`src/order_statistic_multiset_assert.svh`:
```
// Assertion macros for the order statistic multiset.
// Define NO_ASSERTIONS to compile them out.
`ifndef ORDER_STATISTIC_MULTISET_ASSERT_SVH
`define ORDER_STATISTIC_MULTISET_ASSERT_SVH

`ifndef NO_ASSERTIONS

`define OSM_ASSERT(label, expr) \
    label: assert property (@(posedge i_clk) disable iff (!i_rst_n) (expr)) \
        else $error("order_statistic_multiset: invariant violated");

`define OSM_ASSERT_NEXT(label, ante, cons) \
    label: assert property (@(posedge i_clk) disable iff (!i_rst_n) (ante) |=> (cons)) \
        else $error("order_statistic_multiset: sequence violated");

`else

`define OSM_ASSERT(label, expr)
`define OSM_ASSERT_NEXT(label, ante, cons)

`endif

`endif

```
`src/osm_pkg.sv`:
```
`default_nettype none

package osm_pkg;

    localparam int CAPACITY = 1024;
    localparam int DATA_W   = 32;
    localparam int IDX_W    = $clog2(CAPACITY);
    localparam int CNT_W    = $clog2(CAPACITY + 1);
    localparam int GRP      = 32;
    localparam int NGRP     = (CAPACITY + GRP - 1) / GRP;

    typedef enum logic [2:0] {
        OP_INS  = 3'd0,
        OP_DEL  = 3'd1,
        OP_RANK = 3'd2,
        OP_SEL  = 3'd3,
        OP_PRED = 3'd4,
        OP_SUCC = 3'd5
    } t_op;

    typedef enum logic [1:0] {
        ST_OK      = 2'd0,
        ST_MISSING = 2'd1,
        ST_FULL    = 2'd2
    } t_status;

    typedef enum logic [2:0] {
        S_IDLE,
        S_CMP,
        S_RED1,
        S_RED2,
        S_FIN
    } t_state;

    typedef struct packed {
        logic lt;
        logic le;
        logic gt;
    } t_flags;

    typedef struct packed {
        logic                     cmp_en;
        logic                     ins_en;
        logic                     del_en;
        t_op                      op;
        logic signed [DATA_W-1:0] value;
        logic [IDX_W-1:0]         sel_idx;
        logic [CNT_W-1:0]         count;
    } t_bcast;

    typedef struct packed {
        logic              hit;
        logic [IDX_W-1:0]  idx;
        logic [DATA_W-1:0] value;
    } t_hit;

endpackage

`default_nettype wire

```
`src/osm_cell.sv`:
```
`default_nettype none

module osm_cell
    import osm_pkg::*;
(
    input  wire logic                     i_clk,
    input  wire logic [IDX_W-1:0]         i_index,
    input  wire t_bcast                   i_bc,
    input  wire t_flags                   i_prev,
    input  wire t_flags                   i_next,
    input  wire logic signed [DATA_W-1:0] i_val_prev,
    input  wire logic signed [DATA_W-1:0] i_val_next,
    output t_flags                        o_flags,
    output logic signed [DATA_W-1:0]      o_value,
    output t_hit                          o_hit
);

    logic signed [DATA_W-1:0] r_value;
    t_flags                   r_flags;
    t_flags                   w_cmp;
    logic                     w_occ;
    logic                     w_hit;

    always_comb begin
        w_occ    = CNT_W'(i_index) < i_bc.count;
        w_cmp.lt = w_occ && (r_value < i_bc.value);
        w_cmp.le = w_occ && (r_value <= i_bc.value);
        w_cmp.gt = w_occ && (r_value > i_bc.value);
    end

    always_ff @(posedge i_clk) begin
        if (i_bc.cmp_en) begin
            r_flags <= w_cmp;
        end
        if (i_bc.ins_en && !r_flags.le) begin
            r_value <= i_prev.le ? i_bc.value : i_val_prev;
        end else if (i_bc.del_en && !r_flags.lt) begin
            r_value <= i_val_next;
        end
    end

    always_comb begin
        case (i_bc.op)
            OP_DEL:  w_hit = i_prev.lt && !r_flags.lt && r_flags.le;
            OP_RANK: w_hit = i_prev.lt && !r_flags.lt;
            OP_SEL:  w_hit = (i_index == i_bc.sel_idx);
            OP_PRED: w_hit = r_flags.lt && !i_next.lt;
            OP_SUCC: w_hit = r_flags.gt && !i_prev.gt;
            default: w_hit = 1'b0;
        endcase
        o_hit.hit   = w_hit;
        o_hit.idx   = w_hit ? i_index : '0;
        o_hit.value = w_hit ? r_value : '0;
    end

    assign o_flags = r_flags;
    assign o_value = r_value;

endmodule

`default_nettype wire

```
`config.mk`:
```
export PLATFORM = sky130hd
export DESIGN_NAME = osm_cell
export DESIGN_NICKNAME = d
export VERILOG_FILES = /design/src/order_statistic_multiset_assert.svh /design/src/osm_pkg.sv /design/src/osm_cell.sv
export SDC_FILE = /design/constraint.sdc
export NUM_CORES = 1
export LEC_CHECK = 0
export ABC_AREA = 1
export BUFFER_PORTS_ARGS = -buffer_cell sky130_fd_sc_hd__buf_2
export CORE_UTILIZATION = 39
export CTS_CLUSTER_SIZE = 8
export DETAILED_ROUTE_END_ITERATION = 12
export PLACE_DENSITY = 0.77
export SLEW_MARGIN = 40
export SYNTH_ARGS = -nofsm -noshare
export SYNTH_HDL_FRONTEND = slang
export SYNTH_SLANG_ARGS = --single-unit
```
`constraint.sdc`:
```
create_clock -name i_clk -period 2 [get_ports i_clk]
set_input_delay 0.5 -clock i_clk [delete_from_list [all_inputs] [get_ports i_clk]]
set_output_delay 0.5 -clock i_clk [all_outputs]
set_load 0.01 [all_outputs]
```
# Yosys cells after proc, flatten, opt, wreduce, memory -nomap -nowiden
# Index checks and enable logic that the tools add are counted.
# word_totals
input_bits	140
wordCells	34
output_inout_bits	78
reg_bits	35
# op_classes
eq_ne	6
n_reduce_logical	14
n_lt_le_gt_ge	4
muxes	6
# ops
op	n
32-bit two-way mux	4
32-bit > comparator	1
32-bit less-or-equal comparator	1
32-bit less-than comparator	1
10-bit by 11-bit less-than comparator with 1-bit output	1
10-bit equality test	1
10-bit two-way mux	1
1-bit logical AND	9
3-bit by 2-bit equality test with 1-bit output, second input constant	2
3-bit equality test, second input constant	2
1-bit case mux with 5 select lines	1
1-bit zero test	4
3-bit by 1-bit equality test with 1-bit output, second input constant	1
2-bit nonzero test	1

# Depth between registers and ports, before layout
# Gate-level depths: netlist (run 1).
# depth
word_depth	5
ltp_mapped	17

# Worst setup path before layout (run 1)
# Ideal clock, no wire load.
# synth_path
path_kind	input to register
startpoint	input port i_bc[57] (netlist name)
endpoint	register r_value[0] (netlist: o_value[0]), enable pin
path_stages	3
setup_slack_ns	-0.018
path_buffers	1
arrival_time_ns	1.541
setup_time_ns	0.478
cell_sequence	nand2_1 > clkbuf_1 > nand2_1
# synth_via
elab_chain_len	2
# synth_lines
element	line_no	source
start, declared	osm_cell.sv:8	input wire t_bcast i_bc,
1-bit logical AND	osm_cell.sv:35	if (i_bc.ins_en && !r_flags.le) begin
2-bit nonzero test (no source line)	-	
end signal, assigned	osm_cell.sv:36	r_value <= i_prev.le ? i_bc.value : i_val_prev;
end signal, assigned	osm_cell.sv:38	r_value <= i_val_next;
end, declared	osm_cell.sv:18	logic signed [DATA_W-1:0] r_value;
# No other way between the ends.
# A chain may end at the register's enable or synchronous reset.

==> results of run 1 <==
==> routing by layer <==
layer | track usage | wire [um] | up-vias | share of wire
li1 | - | - | 2080 | -
met1 | 0.244 | 4240 | 1888 | 0.40
met2 | 0.442 | 5860 | 161 | 0.55
met3 | 0.0263 | 570 | 6 | 0.053
met4 | 0.0311 | 46 | 0 | 0.0043
met5 | 0 | 0 | - | 0
==> cell type report <==
class	instances	share of cell area
Tap cell	105	0.0247
Clock buffer	5	0.0130
Inverter	104	0.0735
Multi-Input combinational cell	334	0.380
Timing Repair Buffer	272	0.309
Sequential cell	35	0.198
Clock inverter	3	0.00283
==> through the flow <==
stage / util / cells / worst slack (ps) / cell area (sq um)
2_1_floorplan: - / 491 / 6.19 / 3420
3_3_place_gp: 0.586 / 838 / -291 / 4890
3_5_place_dp: 0.586 / 838 / -317 / 4890
4_1_cts: 0.600 / 847 / -317 / 5010
5_1_grt: 0.637 / 858 / -461 / 5310
6_report: 0.637 / 858 / -345 / 5310
==> path summary, 6_finish.rpt <==
check	from	to	slack (ps)
max	o_flags[2]$_DFFE_PP_	o_hit[2]	-340
min	i_bc[58]	o_flags[0]$_DFFE_PP_	460
max reg2reg	o_value[31]$_DFFE_PP_	o_flags[1]$_DFFE_PP_	70
min reg2reg	o_value[31]$_DFFE_PP_	o_flags[2]$_DFFE_PP_	990
==> logic make-up (layout without fill, tap and decap cells) <==
family | Yosys count | after routing | share of synthesized area
simple gates | 191 | 191 | 0.234
xor+xnor | 7 | 7 | 0.0179
flops | 35 | 35 | 0.308
compound gates | 95 | 95 | 0.144
buf+inv | 122 | 384 | 0.147
fa+ha+maj | 41 | 41 | 0.150
==> sequential cells by signal, indices dropped and copies added, names as in the netlist <==
signal / cells
o_value: 32
o_flags: 3
==> cell usage after synthesis, types with 2 or more instances <==
master	number	area, sq um
nand2_2	9	56.3
ha_1	41	513
a21o_1	2	15.0
edfxtp_1	35	1050
o21ai_0	4	20.0
nand3_1	5	25.0
nand2_1	115	432
nor3_1	4	20.0
a21oi_1	85	425
nand4_1	4	25.0
inv_1	103	387
clkbuf_1	13	48.8
nor2_1	46	173
xnor2_1	4	35.0
nor4_1	2	12.5
o21a_1	2	15.0
buf_6	3	33.8
xor2_1	3	26.3
==> power groups by stage <==
stage / Sequential, mW / Clock [mW] / Combinational (mW)
floorplan: 1.13 / 0 / 0.606
global placement: 1.07 / 0 / 1.22
detailed placement: 1.08 / 0 / 1.26
CTS: 1.06 / 0.519 / 1.28
global route: 1.07 / 0.553 / 1.61
finish: 1.06 / 0.505 / 1.43
==> what timing repair did <==
action	in CTS	in global routing
buffers inserted	1	11
pin swaps	2	14
gates resized for setup	6	49
endpoints found under the setup margin	46	46
==> results.md, run 1 <==
* Die Height at between 90 and 100 um
* Final min period at between 2000 and 2500 ps
* Slew @ Worst Pin at about 400 ps
* Final setup viols at 43
* Mapped Cells at ~500
* Pwr per Cell Area at about 560 nW/um^2
* Gr usage total at 0.218
* Initial Utilization at 0.410
* Via Count at around 4100
* CTS tree: done
* Crit-path max cell delay at ~430 ps
* Status: complete, but fails checks
* Syn avg cell area at 6.96 sq um
* Initial antenna violation count at 0
* Post-synth ARST share at 0
* Later-pin clock latency in the skew report at approximately 280 ps
* Htree depth at 2
* Post-synth EDFFs at 35
* Reg area at between 1000 and 1500 sq um
* Sequential area share after synthesis at 0.308
* Iteration-0 DRC Markers at between 100 and 150
* Antenna Nets Post-Route at 0
* Ant diodes at 0
* DRC errors left at 0
* Crit start category: register
* Crit path depth at 8
* FILL cells at ~770
* Synth warnings at 0
* Leak pwr at 3.19 nW
* CP Data Arrival Time at about 1800 ps
* Critical Path Fanout Max at 24
* CTS clock-pin slew for the worst setup and hold paths at roughly 70 ps
* HPWL after DPL at approximately 8.3 mm
* Seq cells post-synth at 35
* Fmax at 0.426 GHz
* Share of layout cells above drive strength 1 at 0.433
* Vias in the first global route at around 3600
* Final GP Congestion at between 0.7 and 0.8
* Critical-path top delay cell: or4_4
* Global-route wire length before repair at roughly 16 mm
* Via-per-instance ratio at approximately 4.8
* Crit end category: output port
* Clock power frac at 0.169
* Pre-Repair DR Iteration Count at 5
* Clock tree buffer depth at 2
* FP Rows at 33
* Power Total at roughly 3.0 mW
* Yosys cell types at 29
* Final worst slack at -345 ps
* Worst path required time at roughly 1500 ps
* Worst Path Buf+Inv at 4
* Commonest non-fill, non-tap cell in the layout: buf_2
* Area of the core at 8340 sq um
* CTS Sinks at 35
* Crit share post-route at 1.17
* RSZ-0062 raised after global routing: yes
* Detailed Route WL at 10.7 mm
* Area of the multi-input gates at 2020 sq um
* Net Sw Frac at 0.370
* Cell Chain, Critical Path: inv_1, nand2_1, or4_4, nand3_4, buf_12, nand2_1, inv_1, buf_2
* Net Switching at approximately 1.1 mW
* Failing checks: negative setup slack
* Crit path kind: register to output port
* Routed length per instance at around 12 um
* Fin. max-slew vios at 0
* Pin count of the biggest net entering global routing at 33
* CTS buffer count at 5
* Grt ovf at 0
* Sequential Power Share at 0.354
* Nets at around 930
* Cell Area, Synth at ~3400 sq um
* PortBufs at 215
* I/O Pins at 218
* Hold depth at 1
* Area growth from synthesis to layout at 55.5%
* WHS at 463 ps
* Post-CTS Hold Buffers at 0
* Hold Crit Class: input pin to register
* Max-Cap Viols at 0
* Hold Vio Cnt, Final at 0
* Root Buffer: clkbuf_8
* Die area at 9140 sq um
* Syn nets at ~670
* R2r worst-path depth at 11
* Post-synth top flop: edfxtp_1
* Family with the most delay on the worst path: simple AND/OR/NAND/NOR gates
* Clock skew at 9.88 ps
* Die outline width at between 90 and 100 um
* Most frequent cells in the layout: buf_2 (200), nand2_1 (107), inv_1 (93), a21oi_1 (82), buf_4 (53)
* Int Pwr at ~1.9 mW
* Setup TNS at -12700 ps
* VDD IR max at roughly 320 uV
* Combinational fraction of design power at 0.477
* Slew margin rel. at 0.737
(Power assumes the default switching activity.)
==> run 2, diff against run 1 <==
--- a/config.mk
+++ b/config.mk
@@ -7,6 +7,7 @@
 export LEC_CHECK = 0
 export ABC_AREA = 1
 export BUFFER_PORTS_ARGS = -buffer_cell sky130_fd_sc_hd__buf_2
+export CORE_MARGIN = 2
 export CORE_UTILIZATION = 39
 export CTS_CLUSTER_SIZE = 8
 export DETAILED_ROUTE_END_ITERATION = 12
==> run 2 against run 1 <==
Net effect: the run still ends with negative setup slack left; sequential share of layout area down 0.19 points; critical path depth up 3; non-clock buffer count up 8; via count unchanged; combinational power about the same; die area up 4.2%; sequential cell count unchanged; worst setup slack better by 29 ps; core utilization down 1.3 points; cell count up 1.3%; worst hold slack worse by 2.7 ps; critical endpoint is now o_hit[8].
==> results.md, run 2 (synthesis gave the netlist of run 1 again) <==
* Status: complete, but fails checks
* Critical-path top delay cell: or2_1
* HPWL after DPL at 8.29 mm (-0.45%)
* Share of layout cells above drive strength 1 at 0.438 (+0.00465)
* Net Sw Frac at 0.365 (-0.00424)
* VDD IR max at 292 uV (-7.8%)
* Die Height at 97.6 um (+2.1%)
* Crit-path max cell delay at 240 ps (-190 ps)
* CP Data Arrival Time at 1820 ps (-20 ps)
* Leak pwr at 3.23 nW (+1.5%)
* Via Count at 4135 (unchanged)
* Later-pin clock latency in the skew report at 280 ps (about the same)
* Pre-Repair DR Iteration Count at 4 (-1)
* Post-CTS Hold Buffers at 0 (unchanged)
* Dpl ws at -333 ps (-16.1 ps)
* Grt ovf at 0 (unchanged)
* Initial antenna violation count at 1 (+1)
* Slew margin rel. at 0.742 (+0.00467)
* CTS Sinks at 35 (unchanged)
* Final worst slack at -316 ps (+29.3 ps)
* Root Buffer: clkbuf_8
* Setup TNS at -11930 ps (+768 ps)
* Hold Crit Class: input pin to register
* Design area at 5370 sq um (+0.99%)
* Area growth from synthesis to layout at 57.1%
* Crit start category: input pin
* Final min period at 2320 ps (-29.3 ps)
* Area of the core at 8590 sq um (+3.0%)
* Die area at 9520 sq um (+4.2%)
* Fin. max-slew vios at 0 (unchanged)
* Crit path kind: input pin to output port
* Cell Chain, Critical Path: buf_6, or2_1, a21oi_2, nand4_1, nor2_1, nand3_1, nand3_4, buf_12, nand2_1, inv_1, buf_2
* Gr usage total at 0.212 (-0.00649)
* Crit share post-route at 1.16 (-0.0146)
* Pin count of the biggest net entering global routing at 33 (unchanged)
* Final setup viols at 43 (unchanged)
* Family with the most delay on the worst path: simple AND/OR/NAND/NOR gates
* Max reg flops at 32 (unchanged)
* Routed length per instance at 12.4 um (-0.67%)
* CTS buffer count at 5 (unchanged)
* Crit end category: output port
* Most frequent cells in the layout: buf_2 (208), nand2_1 (109), inv_1 (100), a21oi_1 (78), buf_4 (62)
* Clock tree buffer depth at 2 (unchanged)
* Via-per-instance ratio at 4.76 (-1.3%)
* Die outline width at 97.6 um (+2.1%)
* Detailed Route WL at 10.8 mm (+0.61%)
* Final GP Congestion at 0.889 (+12%)
* Sequential Power Share at 0.352 (-0.002)
* Slew @ Worst Pin at 387 ps (-6.57 ps)
* Combinational fraction of design power at 0.480 (+0.003)
* Initial Utilization at 0.397 (-0.0120)
* Iteration-0 DRC Markers at 115 (-8.7%)
* Int Pwr at 1.92 mW (+1.7%)
* Net Switching at 1.11 mW (-0.11%)
* Nets at 941 (+0.86%)
* Vias in the first global route at 3973 (+9.8%)
* Antenna Nets Post-Route at 0 (unchanged)
* Clock power frac at 0.168 (about the same)
* DRC errors left at 0 (unchanged)
* Global-route wire length before repair at 16.9 mm (+8.9%)
* RSZ-0062 raised after global routing: yes
* Critical Path Fanout Max at 24 (unchanged)
* Clock skew at 3.77 ps (-6.11 ps)
* Worst Path Buf+Inv at 4 (unchanged)
* Worst path required time at 1500 ps (about the same)
* CTS tree: done
* Failing checks: negative setup slack
* Cell Area, Placed at 4900 sq um (+0.23%)
* Ant diodes at 0 (unchanged)
* Hold Vio Cnt, Final at 0 (unchanged)
* PortBufs at 215 (unchanged)
* FP Rows at 34 (+3.0%)
* Pwr per Cell Area at 564 nW/um^2 (about the same)
* FILL cells at 801 (+4.4%)
* WHS at 460 ps (-2.75 ps)
* Htree depth at 2 (unchanged)
* Max-Cap Viols at 0 (unchanged)
* I/O Pins at 218 (unchanged)
* Commonest non-fill, non-tap cell in the layout: buf_2
* Fmax at 0.432 GHz (+1.3%)
* CTS clock-pin slew for the worst setup and hold paths at 70 ps (about the same)
run 2: changes by cell type in the layout (fill, tap and decap cells not counted), moves of 4 or more:
cell,delta
buf_4,+9
inv_2,-7
a21oi_2,+4
buf_6,-9
buf_2,+8
inv_1,+7
a21oi_1,-4
run 2: power groups by stage:
stage / clock network [mW] / registers, mW / logic [mW]
floorplan: 0 / 1.13 / 0.606
global placement: 0 / 1.07 / 1.22
detailed placement: 0 / 1.07 / 1.26
CTS: 0.534 / 1.06 / 1.29
global route: 0.551 / 1.08 / 1.63
finish: 0.509 / 1.06 / 1.45
run 2: final timing paths:
kind,from,to,slack (ps),cells after the start
max reg2reg,o_value[21]$_DFFE_PP_,o_flags[1]$_DFFE_PP_,50,11
max,i_bc[12],o_hit[8],-320,11
min reg2reg,o_value[31]$_DFFE_PP_,o_flags[1]$_DFFE_PP_,980,6
min,i_bc[58],o_flags[1]$_DFFE_PP_,460,1
run 2: routing by layer:
layer,part of all wire,global-route usage
met1,0.39,0.241
met2,0.54,0.410
met3,0.064,0.0403
met4,0.0053,0.0406
met5,0.0012,0
run 2: cell type report:
class                      count  area (sq um)  share of cell area
clock buffer                   6          72.6              0.0135
clock inverter                 2          12.5             0.00233
inverter                     104           390              0.0728
multi-input combinational    334          2060               0.384
sequential                    35          1050               0.196
tap                          108           135              0.0252
timing repair buffer         280          1650               0.307
run 2: repair_timing:
| item | in CTS | in global routing |
|---|---|---|
| gates resized for setup | 12 | 32 |
| setup endpoints to repair | 46 | 46 |
| pin swaps | 0 | 10 |
| setup buffers | 2 | 17 |
run 2: per-stage QoR:
step,utilization,power (mW),cells
2_1_floorplan,-,1.74,491
3_3_place_gp,0.570,2.29,842
3_5_place_dp,0.570,2.33,842
4_1_cts,0.588,2.88,852
5_1_grt,0.624,3.26,869
6_report,0.624,3.03,869
